`src/rtl/multi_sensor_window_min_filter_defines.svh`:
```
`ifndef MULTI_SENSOR_WINDOW_MIN_FILTER_DEFINES_SVH
`define MULTI_SENSOR_WINDOW_MIN_FILTER_DEFINES_SVH

// same-cycle implication, checked on clk, off during rst
`define MSW_ASSERT_SAME(label, pre, post, msg) \
  label: assert property (@(posedge clk) disable iff (rst) (pre) |-> (post)) \
    else $error(msg);

// next-cycle implication, checked on clk, off during rst
`define MSW_ASSERT_NEXT(label, pre, post, msg) \
  label: assert property (@(posedge clk) disable iff (rst) (pre) |=> (post)) \
    else $error(msg);

`endif

```
`src/rtl/msw_pkg.sv`:
```
`default_nettype none

package msw_pkg;

  localparam int NUM_SENSORS = 16;
  localparam int WINDOW_MAX  = 8;
  localparam int QUEUE_DEPTH = 2;

  localparam int IDX_W      = 4;
  localparam int RANGE_W    = 16;
  localparam int CNT_W      = 5;
  localparam int WLEN_W     = 4;
  localparam int GROUP_W    = 2;
  localparam int CFG_IDX_W  = 3;
  localparam int CFG_DATA_W = 16;
  localparam int SUM_W      = CNT_W + 2;

  localparam int SENS_W = (NUM_SENSORS > 1) ? $clog2(NUM_SENSORS) : 1;
  localparam int HEAD_W = (WINDOW_MAX > 1) ? $clog2(WINDOW_MAX) : 1;
  localparam int FILL_W = $clog2(WINDOW_MAX + 1);
  localparam int ADDR_W = (NUM_SENSORS * WINDOW_MAX > 1) ?
                          $clog2(NUM_SENSORS * WINDOW_MAX) : 1;
  localparam int QPTR_W = (QUEUE_DEPTH > 1) ? $clog2(QUEUE_DEPTH) : 1;
  localparam int QCNT_W = $clog2(QUEUE_DEPTH + 1);

  localparam logic [RANGE_W-1:0] RESET_RANGE_MM = 16'd5675;
  localparam logic [RANGE_W-1:0] PHANTOM_MM     = 16'hFFFF;

  localparam logic [GROUP_W-1:0] GRP_FRONT   = 2'd0;
  localparam logic [GROUP_W-1:0] GRP_SKEW    = 2'd1;
  localparam logic [GROUP_W-1:0] GRP_SIDE    = 2'd2;
  localparam logic [GROUP_W-1:0] GRP_INVALID = 2'd3;

  localparam logic [CFG_IDX_W-1:0] REG_FRONT_COUNT   = 3'd0;
  localparam logic [CFG_IDX_W-1:0] REG_SKEW_COUNT    = 3'd1;
  localparam logic [CFG_IDX_W-1:0] REG_SIDE_COUNT    = 3'd2;
  localparam logic [CFG_IDX_W-1:0] REG_WINDOW_LENGTH = 3'd3;
  localparam logic [CFG_IDX_W-1:0] REG_MAX_RANGE     = 3'd4;

  typedef struct packed {
    logic [CNT_W-1:0]   front_count;
    logic [CNT_W-1:0]   skew_count;
    logic [CNT_W-1:0]   side_count;
    logic [WLEN_W-1:0]  window_length;
    logic [RANGE_W-1:0] max_range_mm;
  } cfg_t;

  typedef struct packed {
    logic               round_start;
    logic [GROUP_W-1:0] group;
    logic [IDX_W-1:0]   sensor_index;
    logic [RANGE_W-1:0] range_mm;
  } item_t;

  // queue read side toward the back end
  typedef struct packed {
    logic  valid;
    item_t item;
  } q_out_t;

  // slot wrap for a sum known to stay below twice the window depth
  function automatic logic [HEAD_W-1:0] wrap_slot(input logic [HEAD_W:0] s);
    logic [HEAD_W:0] r;
    begin
      r = s;
      if (s >= (HEAD_W+1)'(WINDOW_MAX)) r = s - (HEAD_W+1)'(WINDOW_MAX);
      return r[HEAD_W-1:0];
    end
  endfunction

  function automatic logic [ADDR_W-1:0] mk_addr(input logic [SENS_W-1:0] sens,
                                                input logic [HEAD_W-1:0] slot);
    begin
      return ADDR_W'(int'(sens) * WINDOW_MAX + int'(slot));
    end
  endfunction

endpackage

`default_nettype wire

```
`src/rtl/msw_front.sv`:
```
`default_nettype none

module msw_front (
  input  wire msw_pkg::cfg_t cfg,
  input  wire                s_axis_tvalid,
  output logic               s_axis_tready,
  input  wire [23:0]         s_axis_tdata,
  input  wire                s_axis_tuser,
  input  wire                q_full,
  output logic               push,
  output msw_pkg::item_t     push_item
);

  logic [msw_pkg::SUM_W-1:0]   b1, b2, b3;
  logic [msw_pkg::IDX_W-1:0]   idx;
  logic [msw_pkg::GROUP_W-1:0] group;

  assign idx = s_axis_tdata[msw_pkg::IDX_W-1:0];

  assign b1 = msw_pkg::SUM_W'(cfg.front_count);
  assign b2 = b1 + msw_pkg::SUM_W'(cfg.skew_count);
  assign b3 = b2 + msw_pkg::SUM_W'(cfg.side_count);

  always_comb begin
    priority if (int'(idx) >= msw_pkg::NUM_SENSORS || msw_pkg::SUM_W'(idx) >= b3) begin
      group = msw_pkg::GRP_INVALID;
    end else if (msw_pkg::SUM_W'(idx) < b1) begin
      group = msw_pkg::GRP_FRONT;
    end else if (msw_pkg::SUM_W'(idx) < b2) begin
      group = msw_pkg::GRP_SKEW;
    end else begin
      group = msw_pkg::GRP_SIDE;
    end
  end

  assign s_axis_tready = !q_full;
  assign push          = s_axis_tvalid && !q_full;

  always_comb begin
    push_item.round_start  = s_axis_tuser;
    push_item.group        = group;
    push_item.sensor_index = idx;
    push_item.range_mm     = s_axis_tdata[msw_pkg::IDX_W +: msw_pkg::RANGE_W];
  end

endmodule

`default_nettype wire

```
`src/rtl/msw_queue.sv`:
```
`default_nettype none

module msw_queue (
  input  wire                clk,
  input  wire                rst,
  input  wire                push,
  input  wire msw_pkg::item_t push_item,
  output logic               full,
  input  wire                pop,
  output msw_pkg::q_out_t    q_out
);

  msw_pkg::item_t             slots [msw_pkg::QUEUE_DEPTH];
  logic [msw_pkg::QPTR_W-1:0] wr_ptr, rd_ptr;
  logic [msw_pkg::QCNT_W-1:0] count;
  logic                       do_pop;

  assign full        = (count == msw_pkg::QCNT_W'(msw_pkg::QUEUE_DEPTH));
  assign q_out.valid = (count != '0);
  assign q_out.item  = slots[rd_ptr];
  assign do_pop      = pop && q_out.valid;

  always_ff @(posedge clk) begin
    if (push) begin
      slots[wr_ptr] <= push_item;
    end
  end

  always_ff @(posedge clk) begin
    if (rst) begin
      wr_ptr <= '0;
      rd_ptr <= '0;
      count  <= '0;
    end else begin
      if (push) begin
        wr_ptr <= (int'(wr_ptr) == msw_pkg::QUEUE_DEPTH - 1) ? '0 : wr_ptr + 1'b1;
      end
      if (do_pop) begin
        rd_ptr <= (int'(rd_ptr) == msw_pkg::QUEUE_DEPTH - 1) ? '0 : rd_ptr + 1'b1;
      end
      if (push && !do_pop) begin
        count <= count + 1'b1;
      end else if (do_pop && !push) begin
        count <= count - 1'b1;
      end
    end
  end

endmodule

`default_nettype wire

```
`src/rtl/msw_back.sv`:
```
`default_nettype none
`include "multi_sensor_window_min_filter_defines.svh"

module msw_back (
  input  wire                clk,
  input  wire                rst,
  input  wire msw_pkg::cfg_t  cfg,
  input  wire msw_pkg::q_out_t q_out,
  output logic               pop,
  output logic               m_axis_tvalid,
  input  wire                m_axis_tready,
  output logic [63:0]        m_axis_tdata,
  output logic [1:0]         m_axis_tuser
);

  localparam logic [1:0] ST_IDLE = 2'd0;
  localparam logic [1:0] ST_SCAN = 2'd1;
  localparam logic [1:0] ST_DONE = 2'd2;

  logic [1:0] state;

  logic [msw_pkg::RANGE_W-1:0] mem [msw_pkg::NUM_SENSORS * msw_pkg::WINDOW_MAX];
  logic [msw_pkg::FILL_W-1:0]  fill_arr [msw_pkg::NUM_SENSORS];
  logic [msw_pkg::HEAD_W-1:0]  head_arr [msw_pkg::NUM_SENSORS];
  logic [msw_pkg::NUM_SENSORS-1:0] phantom;

  msw_pkg::item_t             item_r;
  logic [msw_pkg::SENS_W-1:0] sens_r;
  logic [msw_pkg::HEAD_W-1:0] head_r;
  logic [msw_pkg::FILL_W-1:0] total_r, iss_cnt;
  logic [msw_pkg::RANGE_W-1:0] cur_min;

  logic                        rd_valid, rd_phantom;
  logic [msw_pkg::RANGE_W-1:0] rd_data, rd_eff;

  logic [msw_pkg::RANGE_W-1:0] fb_min, skew_min, side_min;

  logic [msw_pkg::RANGE_W-1:0] out_filt, out_fb, out_skew, out_side;
  logic [msw_pkg::GROUP_W-1:0] out_group;
  logic                        out_valid, out_free;

  // window trim for the item at the queue head
  logic [msw_pkg::SENS_W-1:0] q_sens;
  logic [msw_pkg::FILL_W-1:0] len_eff, fill_cur, fill_t, drop;
  logic [msw_pkg::HEAD_W-1:0] head_cur, head_t, wslot, rslot;
  logic                       issue;

  assign q_sens   = msw_pkg::SENS_W'(q_out.item.sensor_index);
  assign fill_cur = fill_arr[q_sens];
  assign head_cur = head_arr[q_sens];

  always_comb begin
    if (cfg.window_length == '0) begin
      len_eff = msw_pkg::FILL_W'(1);
    end else if (int'(cfg.window_length) > msw_pkg::WINDOW_MAX) begin
      len_eff = msw_pkg::FILL_W'(msw_pkg::WINDOW_MAX);
    end else begin
      len_eff = msw_pkg::FILL_W'(cfg.window_length);
    end
  end

  always_comb begin
    drop   = fill_cur - len_eff + 1'b1;
    head_t = head_cur;
    fill_t = fill_cur;
    if (fill_cur >= len_eff) begin
      head_t = msw_pkg::wrap_slot((msw_pkg::HEAD_W+1)'(head_cur) +
                                  (msw_pkg::HEAD_W+1)'(drop));
      fill_t = len_eff - 1'b1;
    end
    wslot = msw_pkg::wrap_slot((msw_pkg::HEAD_W+1)'(head_t) +
                               (msw_pkg::HEAD_W+1)'(fill_t));
  end

  assign pop      = (state == ST_IDLE) && q_out.valid;
  assign out_free = !out_valid || m_axis_tready;
  assign issue    = (state == ST_SCAN) && (iss_cnt != total_r);
  assign rslot    = msw_pkg::wrap_slot((msw_pkg::HEAD_W+1)'(head_r) +
                                       (msw_pkg::HEAD_W+1)'(iss_cnt));
  assign rd_eff   = rd_phantom ? msw_pkg::PHANTOM_MM : rd_data;

  // new reading goes in at pop; older entries are scanned one per cycle
  always_ff @(posedge clk) begin
    if (pop && q_out.item.group != msw_pkg::GRP_INVALID) begin
      mem[msw_pkg::mk_addr(q_sens, wslot)] <= q_out.item.range_mm;
    end
    rd_data <= mem[msw_pkg::mk_addr(sens_r, rslot)];
  end

  // result stage
  logic [msw_pkg::RANGE_W-1:0] filt, fb_new, skew_new, side_new;

  always_comb begin
    filt = (cur_min < cfg.max_range_mm) ? cur_min : cfg.max_range_mm;
    if (item_r.group == msw_pkg::GRP_INVALID) begin
      filt = '0;
    end
    fb_new   = fb_min;
    skew_new = skew_min;
    side_new = side_min;
    unique case (item_r.group)
      msw_pkg::GRP_FRONT: if (filt < fb_min)   fb_new   = filt;
      msw_pkg::GRP_SKEW:  if (filt < skew_min) skew_new = filt;
      msw_pkg::GRP_SIDE:  if (filt < side_min) side_new = filt;
      default: ;
    endcase
  end

  always_ff @(posedge clk) begin
    if (pop) begin
      item_r  <= q_out.item;
      sens_r  <= q_sens;
      head_r  <= head_t;
      total_r <= fill_t;
      cur_min <= q_out.item.range_mm;
    end else if (rd_valid && rd_eff < cur_min) begin
      cur_min <= rd_eff;
    end
    rd_phantom <= issue && (rslot == '0) && phantom[sens_r];
    if (state == ST_DONE && out_free) begin
      out_filt  <= filt;
      out_group <= item_r.group;
      out_fb    <= fb_new;
      out_skew  <= skew_new;
      out_side  <= side_new;
    end
  end

  always_ff @(posedge clk) begin
    if (rst) begin
      state     <= ST_IDLE;
      iss_cnt   <= '0;
      rd_valid  <= 1'b0;
      out_valid <= 1'b0;
      phantom   <= '1;
      fb_min    <= msw_pkg::RESET_RANGE_MM;
      skew_min  <= msw_pkg::RESET_RANGE_MM;
      side_min  <= msw_pkg::RESET_RANGE_MM;
      for (int s = 0; s < msw_pkg::NUM_SENSORS; s++) begin
        fill_arr[s] <= msw_pkg::FILL_W'(1);
        head_arr[s] <= '0;
      end
    end else begin
      rd_valid <= issue;
      if (state == ST_DONE && out_free) begin
        out_valid <= 1'b1;
      end else if (m_axis_tready) begin
        out_valid <= 1'b0;
      end
      unique case (state)
        ST_IDLE: begin
          if (pop) begin
            iss_cnt <= '0;
            if (q_out.item.round_start) begin
              fb_min   <= cfg.max_range_mm;
              skew_min <= cfg.max_range_mm;
              side_min <= cfg.max_range_mm;
            end
            if (q_out.item.group == msw_pkg::GRP_INVALID) begin
              state <= ST_DONE;
            end else begin
              fill_arr[q_sens] <= fill_t + 1'b1;
              head_arr[q_sens] <= head_t;
              if (wslot == '0) begin
                phantom[q_sens] <= 1'b0;
              end
              state <= ST_SCAN;
            end
          end
        end
        ST_SCAN: begin
          if (issue) begin
            iss_cnt <= iss_cnt + 1'b1;
          end else begin
            state <= ST_DONE;
          end
        end
        ST_DONE: begin
          if (out_free) begin
            fb_min    <= fb_new;
            skew_min  <= skew_new;
            side_min  <= side_new;
            state     <= ST_IDLE;
          end
        end
        default: state <= ST_IDLE;
      endcase
    end
  end

  assign m_axis_tvalid = out_valid;
  assign m_axis_tuser  = out_group;
  assign m_axis_tdata  = {out_side, out_skew, out_fb, out_filt};

  `MSW_ASSERT_SAME(a_scan_bound, state == ST_SCAN, iss_cnt <= total_r,
                   "scan issued past window fill")
  `MSW_ASSERT_SAME(a_pop_idle, pop, state == ST_IDLE && q_out.valid,
                   "pop outside idle")
  `MSW_ASSERT_NEXT(a_done_loads, state == ST_DONE && out_free,
                   out_valid && state == ST_IDLE, "finished word not loaded")
  `MSW_ASSERT_SAME(a_invalid_zero, out_valid && out_group == msw_pkg::GRP_INVALID,
                   out_filt == '0, "invalid sensor word carries nonzero value")

endmodule

`default_nettype wire

```
`src/rtl/multi_sensor_window_min_filter.sv`:
```
`default_nettype none

// Per-sensor sliding-window minimum of range readings with front/back, skew and
// side group minima. Each input word gives one reading; each yields one output
// word. A front end classifies the sensor index into its group and queues the
// word (two deep); the back end writes the reading into the sensor's window
// memory and scans the older entries one per cycle through the single read
// port, while an invalid index is neither written nor scanned; a finished
// word may still wait on the output. The output register lets the next word
// enter while a result waits. Config registers should only be written while
// no word is in flight. No memory clearing pass is needed after reset.
module multi_sensor_window_min_filter (
  input  wire        clk,
  input  wire        rst,
  input  wire        cfg_we,
  input  wire [2:0]  cfg_index,
  input  wire [15:0] cfg_data,
  input  wire        s_axis_tvalid,
  output logic       s_axis_tready,
  input  wire [23:0] s_axis_tdata,  // sensor_index[3:0], range_mm[19:4], zero fill
  input  wire        s_axis_tuser,  // round_start
  output logic       m_axis_tvalid,
  input  wire        m_axis_tready,
  output logic [63:0] m_axis_tdata, // filtered_mm, front_back_min_mm, skew_min_mm,
                                    // side_min_mm (16 bits each)
  output logic [1:0] m_axis_tuser   // sensor_group
);

  msw_pkg::cfg_t   cfg;
  msw_pkg::item_t  push_item;
  msw_pkg::q_out_t q_out;
  logic            push, q_full, pop;

  always_ff @(posedge clk) begin
    if (rst) begin
      cfg.front_count   <= msw_pkg::CNT_W'(1);
      cfg.skew_count    <= '0;
      cfg.side_count    <= '0;
      cfg.window_length <= msw_pkg::WLEN_W'(4);
      cfg.max_range_mm  <= msw_pkg::RESET_RANGE_MM;
    end else if (cfg_we) begin
      unique case (cfg_index)
        msw_pkg::REG_FRONT_COUNT:   cfg.front_count   <= cfg_data[msw_pkg::CNT_W-1:0];
        msw_pkg::REG_SKEW_COUNT:    cfg.skew_count    <= cfg_data[msw_pkg::CNT_W-1:0];
        msw_pkg::REG_SIDE_COUNT:    cfg.side_count    <= cfg_data[msw_pkg::CNT_W-1:0];
        msw_pkg::REG_WINDOW_LENGTH: cfg.window_length <= cfg_data[msw_pkg::WLEN_W-1:0];
        msw_pkg::REG_MAX_RANGE:     cfg.max_range_mm  <= cfg_data;
        default: ;
      endcase
    end
  end

  msw_front u_front (
    .cfg           (cfg),
    .s_axis_tvalid (s_axis_tvalid),
    .s_axis_tready (s_axis_tready),
    .s_axis_tdata  (s_axis_tdata),
    .s_axis_tuser  (s_axis_tuser),
    .q_full        (q_full),
    .push          (push),
    .push_item     (push_item)
  );

  msw_queue u_queue (
    .clk       (clk),
    .rst       (rst),
    .push      (push),
    .push_item (push_item),
    .full      (q_full),
    .pop       (pop),
    .q_out     (q_out)
  );

  msw_back u_back (
    .clk           (clk),
    .rst           (rst),
    .cfg           (cfg),
    .q_out         (q_out),
    .pop           (pop),
    .m_axis_tvalid (m_axis_tvalid),
    .m_axis_tready (m_axis_tready),
    .m_axis_tdata  (m_axis_tdata),
    .m_axis_tuser  (m_axis_tuser)
  );

endmodule

`default_nettype wire
```
`config.mk`:
```
export PLATFORM = sky130hd
export DESIGN_NAME = multi_sensor_window_min_filter
export DESIGN_NICKNAME = d
export VERILOG_FILES = /design/src/rtl/msw_pkg.sv /design/src/rtl/msw_front.sv /design/src/rtl/msw_queue.sv /design/src/rtl/msw_back.sv /design/src/rtl/multi_sensor_window_min_filter.sv
export VERILOG_INCLUDE_DIRS = /design/src /design/src/rtl
export SDC_FILE = /design/constraint.sdc
export NUM_CORES = 2
export LEC_CHECK = 0
export BUFFER_PORTS_ARGS = -buffer_cell sky130_fd_sc_hd__buf_4
export CORE_ASPECT_RATIO = 0.6
export CORE_MARGIN = 4
export CORE_UTILIZATION = 55
export CTS_BUF_LIST = sky130_fd_sc_hd__clkbuf_8
export CTS_CLUSTER_SIZE = 12
export DETAILED_ROUTE_END_ITERATION = 8
export PLACE_DENSITY = 0.71
export SLEW_MARGIN = 30
export SYNTH_ARGS = -nofsm -noshare
export SYNTH_HDL_FRONTEND = slang
export SYNTH_SLANG_ARGS = --single-unit
```
`constraint.sdc`:
```
create_clock -name clk -period 7.7 [get_ports clk]
set_clock_uncertainty 0.15 [all_clocks]
set_input_delay 0 -clock clk [delete_from_list [all_inputs] [get_ports clk]]
set_output_delay 0 -clock clk [all_outputs]
set_load 0.01 [all_outputs]
```
* After elaboration in Yosys (flattened, before gate mapping) *
Memories as Yosys holds them, arrays and structs flattened. A register that Yosys moved wholly into a read port is not among the register bits.
Index checks and enable logic that the tools add are counted.
Widths: inputs -> output; s select.

storage, ports and cells
  output and inout bits = 68
  memories kept = 4
  RAM bits = 2206
  register bits after elaboration = 207

memories
  name             words  bits a word  read ports  clocked after Yosys merged registers in  wr ports  RTL line         source
  u_back.mem       128    16           1           1                                        1         msw_back.sv:22   logic [msw_pkg::RANGE_W-1:0] mem [msw_pkg::NUM_SENSORS * msw_pkg::WINDOW_MAX];
  u_back.fill_arr  16     4            1           0                                        16        msw_back.sv:23   logic [msw_pkg::FILL_W-1:0] fill_arr [msw_pkg::NUM_SENSORS];
  u_back.head_arr  16     3            1           0                                        16        msw_back.sv:24   logic [msw_pkg::HEAD_W-1:0] head_arr [msw_pkg::NUM_SENSORS];
  u_queue.slots    2      23           1           1                                        1         msw_queue.sv:13  msw_pkg::item_t slots [msw_pkg::QUEUE_DEPTH];

operators by class
  equality and inequality tests = 18
  reduce and logical (&&, ||, !) cells = 40
  add/sub/neg operators = 19
  multiplexer cells = 66
  order comparisons = 16
  bitwise logic cells = 3

operators with widths
  operator             count
  $mux 16              16
  $pmux 16 s2          3
  $lt 16x16->1         5
  $mux 4               8
  $mux 1               21
  $mux 2               9
  $and 16x16->16       1
  $not 16->16          1
  $mux 3               5
  $add 7x3->7          2
  $add 3x4->4          3
  $add 4x1->4 const B  3
  $ge 4x4->1 const B   3
  $logic_and 1x1->1    12
  $reduce_bool 2->1    6
  $eq 2x2->1 const B   5
  $lt 4x5->1 const B   2
  $reduce_and 2->1     5
  $logic_not 3->1      3
  $sub 3x1->3 const B  3
  $ne 2x1->1 const B   4
  $pmux 4 s2           1
  $reduce_and 4->1     2
  $add 7x5->7          1
  other kinds (29)     38

* Longest topological paths before layout *
  depth in word-level cells = 14
  mapped depth = 26

* Cells and area by module *
A second synthesis with hierarchy kept.

second synthesis, totals
  cell total of the unflattened synthesis = 6970
  area, all modules = 98841.0 µm²

modules (own cells, without submodules)
  module                          sequential area each (µm²)  cells an instance  area an instance (µm²)  instances
  msw_back                        69496.7                     6638               94720.8                 1
  msw_queue                       1481.4                      93                 1866.8                  1
  multi_sensor_window_min_filter  700.7                       142                1483.9                  1
  msw_front                       0.0                         97                 769.5                   1

* Worst setup path before layout *
No wires, ideal clock.

  path type = flip-flop to flip-flop
  start = register with a tool-made name
  end = memory u_back.mem[68][0] (netlist bit), enable pin
  arrival = 6.391 ns
  path slack = 0.749 ns
  stages on the path, launching flop included = 24
  setup time = 0.409 ns
  cell sequence = dfxtp_1 -> mux2i_4 -> inv_2 -> buf_6 -> buf_6 -> mux4_2 -> o22ai_1 -> a21oi_1 -> inv_1 -> ha_1 -> nand2b_1 -> a21oi_1 -> o21a_1 -> mux2_2 -> buf_1 -> ha_1 -> inv_1 -> fa_1 -> or3_1 -> and3_1 -> nor3_2 -> nor2_2 -> clkbuf_1 -> nor3_1

RTL lines
  item              RTL line
  end: declaration  msw_back.sv:22

==> metrics.txt <==
Max clock buf depth=4; width of the die=554 um; prevailing post-synth register cell=edfxtp_1; crit path DAT=7.47 ns; final worst slack=0.731 ns; I/O Pins=117; Worst-path clk slew=0.06 ns; grt met3 use=0.108; TritonCTS clock tree=built; antenna violations before repair=10; Clock Latency Late Sink=0.96 ns; global route total overflow=0; post-DR wirelength/cell=27.7 um; post-DP HPWL=168000 um; layout cells sized above 1=0.142; clock power share=0.201; Hold Path Class=primary input to register; run status=complete, no violations; CTS Buf Count=341; row count=119; clock tree sinks=2430; Post-DRT Antenna Nets=0; largest net degree at the start of global routing=161; Max-Cap Viols=0; Syn Std Cell Area=0.0982 sq mm; Pint=25.8 mW; Die H=335 um; Worst Setup End Kind=register; initial core utilization=0.557; YS warnings=0; Worst Path Max Fanout=28; flops & latches, synth=2430; final setup fails=0; vias in the first global route=59200; area leader, netlist=edfxtp_1; first drt pass iteration count=8; Cells after Synth=6892; Total GRT Usage=0.290; Post-CTS Hold Fix Bufs=122; via count=62700; Setup Buffers After CTS=0; Yosys cell types=79; M1 GR Usage=0.432; Setup crit start kind=register; P&R area growth vs syn=12.7%; final net count=7459; Sequential Power Share=0.352; Clock Tree Root=clkbuf_8; setup TNS=0 ns; max frequency=143 MHz; ys async rst share=0; Comb power frac=0.447; kind of critical path=register to register; Slew Limit Fails=0; number of enable flip-flop cells after synthesis=2301; Mapped Avg Cell Area=14.3 sq um; power density cells=418 mW/mm^2; Detailed Route Iter0 Violations=10200; Req. time, crit path=8.20 ns; min cycle time layout=6.97 ns; met2 Track Usage GR=0.403; max incr delay on CP=0.55 ns; full die area=0.186 sq mm; post-layout total power=46.2 mW; Area contributors post-synth=edfxtp_1 (70%), nand2_1 (4.9%), mux2i_1 (4.8%); DR DRC count=0; total net switching power=20.4 mW; crit path max-delay cell type=inv_2; dpl ws=0.843 ns; Core Area=0.176 sq mm; Slew headroom=0.169; Final Hold Fails=0; GR peak layer=met1; Worst Max-Slew Pin Slew=1.24 ns; RSZ-0062 raised after global routing=false; first-pass GRT wire length=398000 um; VDD IR-drop max=1540 uV; Leak=38.5 nW; number of I/O port buffers=112; routability cong.=0.974; Tcrit/Tclk final=0.905; sw frac=0.441; post-cts resize count=0; Synthesized Nets=7053; H-tree levels=5; drt total wl=274000 um; fillers=12800; post-synthesis sequential area ratio=0.730; Yosys top cell area share=0.703; vias per cell=6.32
-- power groups by stage --
stage | sequential (mW) | clock (mW) | combinational [mW]
finish | 16.3 | 9.29 | 20.6
global route | 16.3 | 10.0 | 21.4
CTS | 16.3 | 9.36 | 19.8
detailed placement | 16.6 | 0 | 19.7
global placement | 16.5 | 0 | 19.1
floorplan | 16.6 | 0 | 11.0
-- per-layer routing --
metal | routed length, um | vias up | share of wire
met5 | 48 | - | 0.00017
met4 | 6030 | 8 | 0.022
met3 | 41300 | 444 | 0.15
met2 | 115000 | 4133 | 0.42
met1 | 112000 | 31100 | 0.41
li1 | - | 27000 | -
-- worst paths after layout --
check                                               startpoint                             end  slack, ns  depth (start not counted)
worst min-delay path                              cfg_index[2]            cfg[16]$_SDFFE_PP0P_       0.09                          5
worst max-delay path                                  register    u_back.mem[99][14]$_DFFE_PP_       0.73                         25
worst min register to register  u_back.phantom[3]$_SDFFE_PP1P_  u_back.phantom[3]$_SDFFE_PP1P_       0.30                          2
worst max register to register                        register    u_back.mem[99][14]$_DFFE_PP_       0.73                         25
-- through the flow --
stage / utilization / cells / hold slack, ns / area, sq um
5_1_grt: 0.627 / 9914 / 0.0912 / 111000
3_5_place_dp: 0.585 / 9178 / 0.0377 / 103000
3_3_place_gp: 0.583 / 9168 / 0.0352 / 103000
6_report: 0.627 / 9920 / 0.0912 / 111000
4_1_cts: 0.626 / 9899 / 0.0102 / 110000
2_1_floorplan: - / 6892 / -0.0511 / 98200
-- cell usage in the layout, fill, tap and decap left out, types with 64 or more instances in the layout --
cell           synthesis  final
nand3_1              345    345
dlygate4sd3_1          0    121
o21ai_0              112    112
o22ai_1              131    131
inv_1                105    224
a31oi_1              136    136
a22oi_1               67     67
clkinv_1               0     73
ha_1                 106    106
a32oi_1               98     98
buf_4                  5    351
dfxtp_1              129    128
nor2_1               211    208
mux2i_1              470    470
nand2_1             1293   1286
nor3_2                61     99
nand4_1               84     84
o221ai_1              64     64
a21oi_1              226    226
edfxtp_1            2301   2301
clkbuf_8               0    359
-- cells in the mapped netlist (35+ instances only) --
| cell | number |
|---|---|
| nor2_1 | 211 |
| nand4_1 | 84 |
| clkbuf_1 | 317 |
| dfxtp_1 | 129 |
| nor3_2 | 61 |
| o22ai_1 | 131 |
| a31oi_1 | 136 |
| inv_1 | 105 |
| a21oi_1 | 226 |
| ha_1 | 106 |
| nand3_1 | 345 |
| edfxtp_1 | 2301 |
| nand2_1 | 1293 |
| buf_1 | 86 |
| a22oi_1 | 67 |
| a2111oi_0 | 35 |
| mux2_2 | 60 |
| o221ai_1 | 64 |
| a32oi_1 | 98 |
| o21ai_0 | 112 |
| mux2i_1 | 470 |
| nor3_1 | 93 |
-- worst max-delay path: cells and delay by family (launching register included) --
family	cells	cell delay, ns
buffers and inverters	8	1.84
AND/OR/NAND/NOR	6	1.57
AO/OA/AOI/OAI	6	1.18
adder cells (fa/ha/maj)	3	0.90
multiplexers	2	0.62
flip-flops	1	0.34
-- kinds of logic (layout without fill, tap and decap cells) --
family / count (synthesis) / count (layout) / share of synthesized area
flops: 2430 / 2430 / 0.730
simple gates: 2208 / 2208 / 0.0995
compound gates: 1002 / 1002 / 0.0684
mux: 567 / 567 / 0.0632
buf+inv: 547 / 1209 / 0.0220
fa+ha+maj: 112 / 112 / 0.0147
xor+xnor: 26 / 26 / 0.00247
other cells: 0 / 7 / 0
-- layout make-up --
cell class | instances | area (sq um) | area share
Antenna cell | 7 | 17.5 | 0.000158
Clock inverter | 240 | 1130 | 0.0102
Multi-Input combinational cell | 3915 | 25200 | 0.227
Sequential cell | 2430 | 71700 | 0.648
Clock buffer | 359 | 4940 | 0.0446
Inverter | 111 | 423 | 0.00382
Timing Repair Buffer | 499 | 4370 | 0.0395
Tap cell | 2359 | 2950 | 0.0267
-- registers in the layout, indices dropped and copies added, names as in the netlist, 35 cells and up, named ones only --
| signal | flops |
|---|---|
| u_back.mem | 2048 |
| cfg | 35 |
| u_queue.slots | 46 |
| u_back.head_arr | 48 |
| u_back.fill_arr | 64 |
Power figures use the tool's default switching activity.
